<file path="config.mk">
export PLATFORM = sky130hd
export DESIGN_NAME = encoder_led_ring_frame_gen_flat
export DESIGN_NICKNAME = d
export VERILOG_FILES = /design/src/sv/elr_pkg.sv /design/src/sv/elr_chan_if.sv /design/src/sv/elr_div.sv /design/src/sv/elr_pat.sv /design/src/sv/elr_frame_gen.sv /design/src/sv/encoder_led_ring_frame_gen.sv /design/src/flat_wrapper.sv
export SDC_FILE = /design/constraint.sdc
export NUM_CORES = 1
export LEC_CHECK = 0
export ABC_AREA = 1
export ABC_CLOCK_PERIOD_IN_PS = 2000
export BUFFER_PORTS_ARGS = -buffer_cell sky130_fd_sc_hd__buf_2
export CAP_MARGIN = 20
export CORE_AREA = 10 10 47 49
export DETAILED_ROUTE_END_ITERATION = 7
export DIE_AREA = 0 0 57 59
export PLACE_DENSITY = 0.69
export SYNTH_ARGS = -nofsm -noshare
export SYNTH_HDL_FRONTEND = slang
export SYNTH_SLANG_ARGS = --single-unit
export TNS_END_PERCENT = 20
</file>
<file path="constraint.sdc">
create_clock -name i_clk -period 2 [get_ports i_clk]
set_clock_uncertainty 0.1 [all_clocks]
set_input_delay 0.4 -clock i_clk [delete_from_list [all_inputs] [get_ports i_clk]]
set_output_delay 0.4 -clock i_clk [all_outputs]
set_load 0.02 [all_outputs]
</file>
<file path="src/sv/elr_pkg.sv">
// ---------------------------------------------------------------------------
// elr_pkg - shared types and constants for the LED ring frame generator
// Beat layouts, LED masks, mode codes and the clipped shift helper.
// ---------------------------------------------------------------------------
package elr_pkg;

    // ring geometry and LED word masks (active-high before inversion)
    localparam int          RING_LEDS       = 11;
    localparam int          CENTRE_LED      = 6;
    localparam logic [15:0] IND_MASK        = 16'hFFE0;
    localparam logic [15:0] LEFT_MASK       = 16'hF800;
    localparam logic [15:0] RIGHT_MASK      = 16'h03E0;
    localparam logic [15:0] PWM_MASK        = 16'hFBE0;
    localparam logic [15:0] TOP_BIT         = 16'h8000;
    localparam logic [15:0] ALL_ON          = 16'hFFFF;
    localparam logic [15:0] CENTRE_BIT      = 16'h0400;
    localparam logic [15:0] DETENT_BLUE_BIT = 16'h0001;

    // display mode codes
    localparam logic [1:0] MODE_DOT     = 2'd0;
    localparam logic [1:0] MODE_BAR     = 2'd1;
    localparam logic [1:0] MODE_BAR_PWM = 2'd2;
    localparam logic [1:0] MODE_INVALID = 2'd3;

    // remainder < interval <= 65535/11, so 13 bits; times up to 64 frames
    localparam int R_W      = 13;
    localparam int X_W      = R_W + 6;
    localparam int PWM_ON_W = 7;
    localparam int FRAME_W  = 6;

    typedef enum logic [1:0] {
        PWM_NONE,
        PWM_ON_FIRST,
        PWM_OFF_FIRST
    } t_pwm_kind;

    // input beat
    typedef struct packed {
        logic [15:0] position;
        logic [1:0]  mode;
        logic        detent;
        logic [3:0]  encoder_index;
    } t_in_beat;

    // output beat
    typedef struct packed {
        logic [5:0]  frame_index;
        logic [3:0]  ring_index;
        logic [15:0] led_word;
        logic        status;
        logic        last;
    } t_out_beat;

    // divider -> pattern stage
    typedef struct packed {
        logic [15:0]    whole;
        logic [15:0]    norm;
        logic [R_W-1:0] rem;
        logic [1:0]     mode;
        logic           detent;
        logic [3:0]     ring;
    } t_div_beat;

    // pattern -> frame sequencer
    typedef struct packed {
        logic [15:0]         base;
        logic [15:0]         pwm_bit;
        t_pwm_kind           kind;
        logic [PWM_ON_W-1:0] pwm_on;
        logic                err;
        logic [3:0]          ring;
    } t_pat_beat;

    // right shift that yields zero for a negative or too large amount
    function automatic logic [15:0] shr16(input logic [15:0] v,
                                          input logic signed [17:0] amount);
        logic [15:0] res;
        if (amount < 18'sd0 || amount > 18'sd15) begin
            res = 16'd0;
        end else begin
            res = v >> amount[3:0];
        end
        return res;
    endfunction

endpackage

</file>
<file path="src/sv/elr_chan_if.sv">
// ---------------------------------------------------------------------------
// elr_chan_if - valid/ready channel
// Carries one payload of type T per beat.
// ---------------------------------------------------------------------------
interface elr_chan_if #(
    parameter type T = logic
) ();
    logic valid;
    logic ready;
    T     data;

    modport source (output valid, output data, input ready);
    modport sink   (input valid, input data, output ready);
endinterface

</file>
<file path="src/sv/elr_div.sv">
// ---------------------------------------------------------------------------
// elr_div - position quotient and remainder by the LED interval
// Three stages: reciprocal multiply, back-multiply, correct and round.
// ---------------------------------------------------------------------------
module elr_div #(
    parameter int POSITION_MAX = 127
) (
    input  logic                i_clk,
    input  logic                i_rst_n,
    input  logic                i_vld,
    output logic                o_rdy,
    input  elr_pkg::t_in_beat   i_beat,
    output logic                o_vld,
    input  logic                i_rdy,
    output elr_pkg::t_div_beat  o_beat
);
    localparam int          IVAL   = POSITION_MAX / elr_pkg::RING_LEDS;
    localparam logic [15:0] IVAL_W = 16'(IVAL);
    localparam logic [31:0] RECIP  = 32'((64'd1 << 32) / IVAL);

    logic               r1_vld, r2_vld, r3_vld;
    logic               rdy1, rdy2, rdy3;
    elr_pkg::t_in_beat  r1_beat, r2_beat;
    logic [47:0]        r1_prod, n1_prod;
    logic [15:0]        r2_q, n2_q;
    logic [31:0]        r2_qi, n2_qi;
    elr_pkg::t_div_beat r3_beat, n3_beat;

    logic [16:0]        r_est, rem17;
    logic               corr, round_up, low_end, full;
    logic [15:0]        q;

    // stall chain
    assign rdy3  = !r3_vld || i_rdy;
    assign rdy2  = !r2_vld || rdy3;
    assign rdy1  = !r1_vld || rdy2;
    assign o_rdy = rdy1;

    // stage 1: estimate quotient by reciprocal, one short at most
    assign n1_prod = {32'd0, i_beat.position} * {16'd0, RECIP};

    // stage 2: multiply the estimate back
    assign n2_q  = r1_prod[47:32];
    assign n2_qi = {16'd0, n2_q} * {16'd0, IVAL_W};

    // stage 3: correct, round, and handle the ends of the range
    always_comb begin
        r_est    = {1'b0, r2_beat.position} - r2_qi[16:0];
        corr     = r_est >= {1'b0, IVAL_W};
        q        = r2_q + {15'd0, corr};
        rem17    = corr ? (r_est - {1'b0, IVAL_W}) : r_est;
        round_up = {rem17, 1'b0} >= {2'b0, IVAL_W};
        low_end  = r2_beat.position <= IVAL_W;
        full     = r2_beat.position == 16'(POSITION_MAX);

        n3_beat.mode   = r2_beat.mode;
        n3_beat.detent = r2_beat.detent;
        n3_beat.ring   = r2_beat.encoder_index;
        if (low_end) begin
            n3_beat.whole = 16'd0;
            n3_beat.norm  = 16'd0;
            n3_beat.rem   = '0;
        end else if (full) begin
            n3_beat.whole = 16'(elr_pkg::RING_LEDS);
            n3_beat.norm  = 16'(elr_pkg::RING_LEDS);
            n3_beat.rem   = '0;
        end else begin
            n3_beat.whole = q;
            n3_beat.norm  = q + {15'd0, round_up};
            n3_beat.rem   = rem17[elr_pkg::R_W-1:0];
        end
    end

    // stage valids
    always_ff @(posedge i_clk) begin
        if (!i_rst_n) begin
            r1_vld <= 1'b0;
            r2_vld <= 1'b0;
            r3_vld <= 1'b0;
        end else begin
            if (rdy1) r1_vld <= i_vld;
            if (rdy2) r2_vld <= r1_vld;
            if (rdy3) r3_vld <= r2_vld;
        end
    end

    // stage payload
    always_ff @(posedge i_clk) begin
        if (rdy1) begin
            r1_beat <= i_beat;
            r1_prod <= n1_prod;
        end
        if (rdy2) begin
            r2_beat <= r1_beat;
            r2_q    <= n2_q;
            r2_qi   <= n2_qi;
        end
        if (rdy3) begin
            r3_beat <= n3_beat;
        end
    end

    assign o_vld  = r3_vld;
    assign o_beat = r3_beat;

endmodule

</file>
<file path="src/sv/elr_pat.sv">
// ---------------------------------------------------------------------------
// elr_pat - LED pattern and fractional frame count
// Three stages: masks and scaled remainder, reciprocal multiply, correction.
// ---------------------------------------------------------------------------
module elr_pat #(
    parameter int POSITION_MAX      = 127,
    parameter int FRAMES_PER_UPDATE = 16
) (
    input  logic                i_clk,
    input  logic                i_rst_n,
    input  logic                i_vld,
    output logic                o_rdy,
    input  elr_pkg::t_div_beat  i_beat,
    output logic                o_vld,
    input  logic                i_rdy,
    output elr_pkg::t_pat_beat  o_beat
);
    localparam int          IVAL  = POSITION_MAX / elr_pkg::RING_LEDS;
    localparam int          X_W   = elr_pkg::X_W;
    localparam int          ON_W  = elr_pkg::PWM_ON_W;
    localparam logic [31:0] RECIP = 32'((64'd1 << 32) / IVAL);

    logic                   r4_vld, r5_vld, r6_vld;
    logic                   rdy4, rdy5, rdy6;
    elr_pkg::t_pat_beat     r4_pat, n4_pat, r5_pat, r6_pat, n6_pat;
    logic [X_W-1:0]         r4_x, n4_x, r5_x;
    logic [X_W+31:0]        r5_prod, n5_prod;
    logic [ON_W-1:0]        est;
    logic [X_W-1:0]         back, diff;

    logic signed [17:0]     norm_s, whole_s;
    logic                   det, below, above, at_centre;
    logic [15:0]            base, pwm_bit;
    elr_pkg::t_pwm_kind     kind;

    // stall chain
    assign rdy6  = !r6_vld || i_rdy;
    assign rdy5  = !r5_vld || rdy6;
    assign rdy4  = !r4_vld || rdy5;
    assign o_rdy = rdy4;

    // stage 4: static LED masks from the rounded and whole index
    always_comb begin
        norm_s    = $signed({2'b00, i_beat.norm});
        whole_s   = $signed({2'b00, i_beat.whole});
        det       = i_beat.detent;
        below     = i_beat.norm < 16'(elr_pkg::CENTRE_LED);
        above     = i_beat.norm > 16'(elr_pkg::CENTRE_LED);
        at_centre = i_beat.norm == 16'(elr_pkg::CENTRE_LED);
        base      = 16'd0;
        pwm_bit   = 16'd0;
        kind      = elr_pkg::PWM_NONE;

        if (i_beat.mode == elr_pkg::MODE_DOT) begin
            base = elr_pkg::IND_MASK & elr_pkg::shr16(elr_pkg::TOP_BIT, norm_s - 18'sd1);
        end else if (det) begin
            if (below) begin
                base = elr_pkg::shr16(elr_pkg::LEFT_MASK, norm_s - 18'sd1)
                       & elr_pkg::LEFT_MASK;
            end else if (above) begin
                base = elr_pkg::shr16(elr_pkg::LEFT_MASK, norm_s - 18'sd5)
                       & elr_pkg::RIGHT_MASK;
            end
        end else begin
            base = elr_pkg::IND_MASK & ~elr_pkg::shr16(elr_pkg::ALL_ON, norm_s);
        end

        // centre detent: detent LED replaces the middle indicator
        if (det && at_centre) begin
            base = (base & ~elr_pkg::CENTRE_BIT) | elr_pkg::DETENT_BLUE_BIT;
        end

        // fractional LED
        if (i_beat.mode == elr_pkg::MODE_BAR_PWM) begin
            if (det) begin
                if (below) begin
                    pwm_bit = elr_pkg::shr16(elr_pkg::TOP_BIT, whole_s - 18'sd1)
                              & elr_pkg::PWM_MASK;
                    kind    = elr_pkg::PWM_OFF_FIRST;
                end else if (above) begin
                    pwm_bit = elr_pkg::shr16(elr_pkg::TOP_BIT, whole_s) & elr_pkg::PWM_MASK;
                    kind    = elr_pkg::PWM_ON_FIRST;
                end
            end else begin
                pwm_bit = elr_pkg::shr16(elr_pkg::TOP_BIT, whole_s) & elr_pkg::PWM_MASK;
                kind    = elr_pkg::PWM_ON_FIRST;
            end
        end

        n4_pat.base    = base;
        n4_pat.pwm_bit = pwm_bit;
        n4_pat.kind    = kind;
        n4_pat.pwm_on  = '0;
        n4_pat.err     = i_beat.mode == elr_pkg::MODE_INVALID;
        n4_pat.ring    = i_beat.ring;
    end

    assign n4_x = X_W'(i_beat.rem) * X_W'(FRAMES_PER_UPDATE);

    // stage 5: frame count estimate by reciprocal
    assign n5_prod = {32'd0, r4_x} * {{X_W{1'b0}}, RECIP};

    // stage 6: multiply back and correct by one
    always_comb begin
        est    = r5_prod[32 +: ON_W];
        back   = X_W'(est) * X_W'(IVAL);
        diff   = r5_x - back;
        n6_pat = r5_pat;
        n6_pat.pwm_on = est + ON_W'(diff >= X_W'(IVAL));
    end

    // stage valids
    always_ff @(posedge i_clk) begin
        if (!i_rst_n) begin
            r4_vld <= 1'b0;
            r5_vld <= 1'b0;
            r6_vld <= 1'b0;
        end else begin
            if (rdy4) r4_vld <= i_vld;
            if (rdy5) r5_vld <= r4_vld;
            if (rdy6) r6_vld <= r5_vld;
        end
    end

    // stage payload
    always_ff @(posedge i_clk) begin
        if (rdy4) begin
            r4_pat <= n4_pat;
            r4_x   <= n4_x;
        end
        if (rdy5) begin
            r5_pat  <= r4_pat;
            r5_x    <= r4_x;
            r5_prod <= n5_prod;
        end
        if (rdy6) begin
            r6_pat <= n6_pat;
        end
    end

    assign o_vld  = r6_vld;
    assign o_beat = r6_pat;

endmodule

</file>
<file path="src/sv/elr_frame_gen.sv">
// ---------------------------------------------------------------------------
// elr_frame_gen - per-frame LED word sequencer
// Walks one pattern's PWM frames into an output reg, one beat per cycle unless stalled.
// ---------------------------------------------------------------------------
module elr_frame_gen #(
    parameter int FRAMES_PER_UPDATE = 16
) (
    input  logic               i_clk,
    input  logic               i_rst_n,
    input  logic [7:0]         i_limit,
    input  logic               i_vld,
    output logic               o_rdy,
    input  elr_pkg::t_pat_beat i_pat,
    output logic               o_vld,
    input  logic               i_rdy,
    output elr_pkg::t_out_beat o_beat
);
    localparam int                  FW         = elr_pkg::FRAME_W;
    localparam logic [FW-1:0]       FRAME_LAST = FW'(FRAMES_PER_UPDATE - 1);

    logic               r_out_vld;
    logic [FW-1:0]      r_frame;
    elr_pkg::t_out_beat r_beat, n_beat;
    logic               load, frame_last, dark, early, lit;
    logic [15:0]        word;

    assign load       = !r_out_vld || i_rdy;
    assign frame_last = i_pat.err || (r_frame == FRAME_LAST);
    assign o_rdy      = load && frame_last;

    // word for the current frame
    always_comb begin
        dark  = {2'b00, r_frame} > i_limit;
        early = {1'b0, r_frame} < i_pat.pwm_on;
        lit   = (i_pat.kind == elr_pkg::PWM_ON_FIRST) ? early : !early;
        word  = i_pat.base;
        if (dark) begin
            word = 16'd0;
        end else if (i_pat.kind != elr_pkg::PWM_NONE) begin
            word = lit ? (i_pat.base | i_pat.pwm_bit) : (i_pat.base & ~i_pat.pwm_bit);
        end

        n_beat.frame_index = i_pat.err ? 6'd0 : 6'(r_frame);
        n_beat.ring_index  = i_pat.ring;
        n_beat.led_word    = i_pat.err ? 16'd0 : ~word;
        n_beat.status      = i_pat.err;
        n_beat.last        = frame_last;
    end

    // frame counter and output valid
    always_ff @(posedge i_clk) begin
        if (!i_rst_n) begin
            r_out_vld <= 1'b0;
            r_frame   <= '0;
        end else if (load) begin
            r_out_vld <= i_vld;
            if (i_vld) begin
                r_frame <= frame_last ? '0 : r_frame + 1'b1;
            end
        end
    end

    // output payload
    always_ff @(posedge i_clk) begin
        if (load) begin
            r_beat <= n_beat;
        end
    end

    assign o_vld  = r_out_vld;
    assign o_beat = r_beat;

endmodule

</file>
<file path="src/sv/encoder_led_ring_frame_gen.sv">
// ---------------------------------------------------------------------------
// encoder_led_ring_frame_gen - PWM frame generator for an 11-LED encoder ring
//
// i_in  : one beat per encoder update (position, mode, detent, index).
// o_out : FRAMES_PER_UPDATE beats per update, frame 0 first, last set on the
//         final frame; an invalid mode gives a single beat with status set.
// i_cfg : brightness limit write, always ready; write only while idle.
// An input beat passes three divider stages, three pattern stages and the
// output register before its first frame appears.
// Throughput: the frame sequencer issues one word per cycle unless o_out
// stalls. Updates overlap in the six-stage pipeline so frames stream
// without gaps.
// Reset clears all valids and sets the brightness limit to 255.
// When o_out stalls, the output beat holds and the pipeline fills up, then
// i_in.ready drops; nothing is lost or repeated.
// ---------------------------------------------------------------------------
module encoder_led_ring_frame_gen #(
    parameter int POSITION_MAX      = 127,
    parameter int FRAMES_PER_UPDATE = 16
) (
    input  logic          i_clk,
    input  logic          i_rst_n,
    elr_chan_if.sink      i_in,
    elr_chan_if.source    o_out,
    elr_chan_if.sink      i_cfg
);
    logic               cfg_wr;
    logic [7:0]         r_bright;
    logic               div_vld, div_rdy, pat_vld, pat_rdy;
    elr_pkg::t_div_beat div_beat;
    elr_pkg::t_pat_beat pat_beat;

    // brightness register
    assign i_cfg.ready = 1'b1;
    assign cfg_wr      = i_cfg.valid;

    always_ff @(posedge i_clk) begin
        if (!i_rst_n) begin
            r_bright <= 8'd255;
        end else if (cfg_wr) begin
            r_bright <= i_cfg.data;
        end
    end

    elr_div #(
        .POSITION_MAX (POSITION_MAX)
    ) u_div (
        .i_clk   (i_clk),
        .i_rst_n (i_rst_n),
        .i_vld   (i_in.valid),
        .o_rdy   (i_in.ready),
        .i_beat  (i_in.data),
        .o_vld   (div_vld),
        .i_rdy   (div_rdy),
        .o_beat  (div_beat)
    );

    elr_pat #(
        .POSITION_MAX      (POSITION_MAX),
        .FRAMES_PER_UPDATE (FRAMES_PER_UPDATE)
    ) u_pat (
        .i_clk   (i_clk),
        .i_rst_n (i_rst_n),
        .i_vld   (div_vld),
        .o_rdy   (div_rdy),
        .i_beat  (div_beat),
        .o_vld   (pat_vld),
        .i_rdy   (pat_rdy),
        .o_beat  (pat_beat)
    );

    elr_frame_gen #(
        .FRAMES_PER_UPDATE (FRAMES_PER_UPDATE)
    ) u_frame_gen (
        .i_clk   (i_clk),
        .i_rst_n (i_rst_n),
        .i_limit (r_bright),
        .i_vld   (pat_vld),
        .o_rdy   (pat_rdy),
        .i_pat   (pat_beat),
        .o_vld   (o_out.valid),
        .i_rdy   (o_out.ready),
        .o_beat  (o_out.data)
    );

endmodule

</file>
<file path="src/flat_wrapper.sv">
// flat-port wrapper written by rule: the top's interface ports become plain ports
module encoder_led_ring_frame_gen_flat 
#(
    parameter int POSITION_MAX      = 127,
    parameter int FRAMES_PER_UPDATE = 16
)
  (i_clk, i_rst_n, i_in_valid, i_in_data, i_in_ready, o_out_valid, o_out_data, o_out_ready, i_cfg_valid, i_cfg_data, i_cfg_ready);
  elr_chan_if i_in_i ();
  elr_chan_if o_out_i ();
  elr_chan_if i_cfg_i ();
  input  logic i_clk;
  input  logic i_rst_n;
  input wire logic [$bits(i_in_i.valid)-1:0] i_in_valid;
  input wire logic [$bits(i_in_i.data)-1:0] i_in_data;
  output wire logic [$bits(i_in_i.ready)-1:0] i_in_ready;
  output wire logic [$bits(o_out_i.valid)-1:0] o_out_valid;
  output wire logic [$bits(o_out_i.data)-1:0] o_out_data;
  input wire logic [$bits(o_out_i.ready)-1:0] o_out_ready;
  input wire logic [$bits(i_cfg_i.valid)-1:0] i_cfg_valid;
  input wire logic [$bits(i_cfg_i.data)-1:0] i_cfg_data;
  output wire logic [$bits(i_cfg_i.ready)-1:0] i_cfg_ready;
  assign i_in_i.valid = i_in_valid;
  assign i_in_i.data = i_in_data;
  assign i_in_ready = i_in_i.ready;
  assign o_out_valid = o_out_i.valid;
  assign o_out_data = o_out_i.data;
  assign o_out_i.ready = o_out_ready;
  assign i_cfg_i.valid = i_cfg_valid;
  assign i_cfg_i.data = i_cfg_data;
  assign i_cfg_ready = i_cfg_i.ready;
  encoder_led_ring_frame_gen #(.POSITION_MAX(POSITION_MAX), .FRAMES_PER_UPDATE(FRAMES_PER_UPDATE)) u_core (.i_clk(i_clk), .i_rst_n(i_rst_n), .i_in(i_in_i), .o_out(o_out_i), .i_cfg(i_cfg_i));
endmodule
</file>
==> impl_metrics.ini, run 1 <==
[global_route]
grt.overflow.total = 0
grt_pass1_wl_um = 1610
grt_pass1_vias = 419
antenna_found_initial = 0
grt_usage = 0.0598
grt_max_degree = 9

[routing]
viasPerCell = 4.75
vias = 451
drc = 0
drt_wl_total_um = 977
drtIter0Drc = 6
avgRoutedWirePerCell_um = 10.3
firstDrtPassIters = 4
ant_nets = 0

[sta]
final_hold_viol_count = 0
layout_min_cycle_time_ns = 1.92
fmax_ghz = 0.521
timing.hold.ws_ns = 0.267
fin_crit_sh = 0.959
tns_ns = 0
setup_viol = 0
final_max_slew_viol_count = 0

[synthesis]
synth_top_area_share = 0.439
avgSynthCellArea_um2 = 8.72
synth_largest_area_cell = dfxtp_1
synth-seq-cells = 14
synthTopCellsByArea = dfxtp_1 44%, nor2_1 7.0%, a21oi_1 5.1%
netlist_area_um2 = 593
syn_inst = 68
syn-num-nets = 76
synth.distinct_cells = 24
synthArstFlopShare = 0
synth-edff-count = 1
synth-main-ff-cell = dfxtp_1
yosysWarnings = 0
ys_seq_area_frac = 0.489

[clock_tree]
cts-root-buf = clkbuf_4
cts_tree = built
path_clk_slew_ns = 0.08
cts_buffer_depth = 2
cts_hold_buffers = 0
cts_sinks = 14
clkLatencyLatePin_ns = 0.27
htreeDepth = 1
cts_buffers = 3

[floorplanning]
fp-row-count = 14
start_util = 0.423
core_area_um2 = 1400
ios = 11
fp.dieW_um = 57
die_h_um = 59
die-area_um2 = 3360

[layout]
fill_cells = 144
area_growth_pct = 19.4
diodes = 0
final_cell_mix = 11 x nor2_1, 11 x dfxtp_1, 8 x inv_1
drive_gt1_frac = 0.342
nets = 88

[critical_path]
reg2reg_depth = 9
r2r_end = u_core.u_div.r2_vld
critPathCaptureType = output port
cp-start-kind = register
r2r_slack_ns = 0.57
reg2reg_from = u_core.u_frame_gen.r_frame[1]
required_ns = 1.50
crit_arrival_ns = 1.42
crit_type = register to output port
critPathMaxFanout = 3

[pwr]
power.internal_mw = 0.370
p_switching_mw = 0.102
vdd_drop_max_mv = 0.487
p_seq_frac = 0.612
pwr_density_cell_nw_per_um2 = 667
swShare = 0.216
power.share.combinational = 0.042
clock_power_share = 0.346
power.leakage_nw = 0.272

[placed_design]
io_buffers = 6
dp_hpwl_um = 760
place_congestion = 0.716

[outcome]
status = complete, no violations

[min_path]
min_to = u_core.u_div.r1_vld
min-delay-start = i_in_valid
hold_class = input port to register
hold_path_depth = 3

[flow_run]
maxCapViolations = 0
## metal layers
layer / vias to the layer above / track usage / part of all wire
met5: - / 0 / 0
met4: 0 / 0.0403 / 0
met3: 0 / 0.0258 / 0.058
met2: 7 / 0.0961 / 0.48
met1: 208 / 0.0623 / 0.46
li1: 236 / - / -
## timing repair
item / CTS / global route
pin swaps: 1 / 1
endpoints found under the hold margin: 0 / 0
setup endpoints to repair: 1 / 1
gates resized for setup: 6 / 1
gates cloned: 0 / 0
setup buffers: 1 / 1
## power by group through the flow
stage               Clock (mW)  Sequential [mW]  Combinational (mW)
finish                   0.163            0.289              0.0197
global route             0.180            0.290              0.0222
CTS                      0.169            0.289              0.0190
detailed placement           0            0.295              0.0186
global placement             0            0.295              0.0182
floorplan                    0            0.295              0.0136
## final cells by class
type | count | area (um2) | share of cell area
multi-input cells | 44 | 288 | 0.406
repair buffers | 8 | 47.5 | 0.0671
well taps | 16 | 20.0 | 0.0283
clock buffers | 4 | 26.3 | 0.0371
flip-flops and latches | 14 | 293 | 0.413
inverters | 9 | 33.8 | 0.0477
## flip-flops by register name (all words and copies together), names as in the netlist
register	flops
u_core.u_div.o_vld	1
u_core.u_pat.r5_vld	1
u_core.u_frame_gen.o_beat	1
u_core.u_div.r2_vld	1
u_core.u_frame_gen.r_frame	6
u_core.u_pat.r4_vld	1
u_core.u_pat.o_vld	1
u_core.u_frame_gen.o_vld	1
u_core.u_div.r1_vld	1
## synth_stat cells (2+ instances only)
library cell / number
dfxtp_1: 13
nor2_1: 11
inv_1: 8
a21oi_1: 6
nand2_1: 4
nor2_2: 3
nand2_2: 2
nand2_4: 2
nand3_1: 2
nand3_2: 2
o21ai_0: 2
## worst max-delay path: stages, from the launching register on
cell	delay, ns
dfxtp_2	0.35
ha_4	0.16
inv_1	0.06
nor2_2	0.05
nand3_2	0.08
nand4_4	0.10
nor2_4	0.11
nand3_2	0.08
buf_4	0.17
## how the worst max path moves through the flow
stage | startpoint | depth (start not counted) | slack (ns) | endpoint
floorplan | u_core.u_frame_gen.r_frame[0] | 7 | 0.44 | i_in_ready
global placement | o_out_ready | 8 | 0.26 | i_in_ready
detailed placement | o_out_ready | 8 | 0.24 | i_in_ready
CTS | u_core.u_frame_gen.r_frame[0] | 8 | 0.01 | i_in_ready
global route | u_core.u_frame_gen.r_frame[1] | 8 | -0.001 | i_in_ready
finish | u_core.u_frame_gen.r_frame[1] | 8 | 0.08 | i_in_ready
## cells by family after synthesis
kind of cell,share of synthesized area
buf+inv,0.0696
xor+xnor,0.0295
simple gates,0.281
compound gates,0.103
other cells,0.00632
flops,0.489
fa+ha+maj,0.0211
## per-stage QoR
stage	total power, mW	area (um2)	setup WS [ns]	util	instances
2_1_floorplan	0.309	593	0.441	-	68
3_3_place_gp	0.313	636	0.257	0.454	89
3_5_place_dp	0.314	636	0.242	0.454	89
4_1_cts	0.477	691	0.0130	0.493	94
5_1_grt	0.492	708	-0.00143	0.505	95
6_report	0.472	708	0.0816	0.505	95
Note: power is estimated with default switching activity, not from simulation.
==> run 2: changes to the inputs <==
CORE_AREA = 2 2 39 41   (was 10 10 47 49)
DIE_AREA = 0 0 41 43   (was 0 0 57 59)
==> impl_metrics.ini, run 2 (synthesis gave the netlist of run 1 again) <==
[critical_path]
crit_type = register to output port
critPathBufInv = 2
max_stage_delay_ns = 0.34
path_delay_family = simple AND/OR/NAND/NOR gates
crit_arrival_ns = 1.45
crit_path_cell_trace = ha_2, inv_1, nor2_2, nand3_2, nand4_4, nor2_4, nand3_2, buf_6
required_ns = 1.50
critPathSlowestCell = dfxtp_2
critPathMaxFanout = 4
cp_common_cell = nand3_2
cp-start-kind = register
critPathCaptureType = output port

[global_route]
grt_util_met2 = 0.163
grt_max_degree = 9
met3_usage = 0.0314
antenna_found_initial = 0
use_met1 = 0.166
grt_pass1_vias = 386
grt_most_used_layer = met1
grt_usage = 0.122
grt.overflow.total = 0
grt_pass1_wl_um = 1480

[pwr]
power.leakage_nw = 0.279
pwr_density_cell_nw_per_um2 = 717
vdd_drop_max_mv = 0.478

[clock_tree]
cts_hold_buffers = 0
cts_buffers = 3
htreeDepth = 1
clkLatencyLatePin_ns = 0.28
cts_buffer_depth = 2
cts_tree = built
cts_sinks = 14
cts-root-buf = clkbuf_4
path_clk_slew_ns = 0.08

[placed_design]
io_buffers = 6
place_area_um2 = 636
dp_slack_ns = 0.260
place_congestion = 0.790
dp_hpwl_um = 623

[floorplanning]
fp.dieW_um = 41
fp-row-count = 14
die-area_um2 = 1760
core_area_um2 = 1380
die_h_um = 43
start_util = 0.429
ios = 11

[layout]
diodes = 0
area_growth_pct = 20.0
largest_register_ffs = 6
drive_gt1_frac = 0.354
nets = 88
fin_area_um2 = 712
finalCoreUtilization = 0.514
final_cell_mix = 11 x nor2_1, 11 x dfxtp_1, 8 x inv_1
top_register = u_core.u_frame_gen.r_frame

[sta]
setup_viol = 0
layout_min_cycle_time_ns = 1.95
worst_slack_ns = 0.0519
final_hold_viol_count = 0
fmax_ghz = 0.513
tns_ns = 0
final_max_slew_viol_count = 0
fin_crit_sh = 0.974

[flow_run]
maxCapViolations = 0

[routing]
avgRoutedWirePerCell_um = 9.01
viasPerCell = 4.63
ant_nets = 0
drtIter0Drc = 3
drc = 0
drt_wl_total_um = 856
vias = 440
firstDrtPassIters = 6

[min_path]
hold_class = input port to register

[outcome]
status = complete, no violations
## run 2: cell counts in the layout (fill, tap and decap cells not counted)
Identical to the previous run, type by type.
## run 2: area by class of cell
class                   count  area, um2
inverters                   9       33.8
flip-flops and latches     14        293
fillers                   133        672
well taps                  16       20.0
multi-input cells          44        278
repair buffers              8       51.3
clock buffers               4       36.3
## run 2: worst paths after layout
kind / start / to / slack [ns] / depth (start not counted)
worst max-delay path: u_core.u_frame_gen.r_frame[0] / i_in_ready / 0.05 / 8
worst min-delay path: i_in_valid / u_core.u_div.r1_vld / 0.25 / 3
worst max register to register: u_core.u_frame_gen.r_frame[0] / u_core.u_div.r2_vld / 0.43 / 10
worst min register to register: u_core.u_frame_gen.r_frame[0] / u_core.u_frame_gen.r_frame[0] / 0.39 / 2
## run 2: through the flow
stage               hold WS [ns]  power (mW)  instances
floorplan                  0.354       0.309         68
finish                     0.252       0.511         95
CTS                        0.254       0.515         94
detailed placement         0.370       0.314         89
global placement           0.359       0.313         89
global route               0.255       0.534         95
## run 2: per-layer routing
| metal | part of all wire | vias to the layer above |
|---|---|---|
| li1 | - | 235 |
| met1 | 0.47 | 188 |
| met2 | 0.46 | 14 |
| met3 | 0.055 | 3 |
| met4 | 0.019 | 0 |
| met5 | 0 | - |
## run 2: power by group
group,switching (mW),total [mW],internal (mW)
registers,0.00333,0.289,0.286
logic,0.0121,0.0187,0.00659
clock network,0.0920,0.203,0.111
total,0.107,0.511,0.403
## run 2: repair_timing
item,4_1_cts,5_1_grt
endpoints found under the setup margin,1,1
buffers inserted,1,1
pin swaps,1,2
gates resized for setup,5,2
## run 2: worst reg2reg max path: cells and delay by family, from the launching register on
kind	cells	cell delay (ns)
and+or+nand+nor	5	0.41
buffers and inverters	3	0.30
DFF	1	0.36
AOI/OAI and AO/OA	1	0.12
adders and majority gates	1	0.19
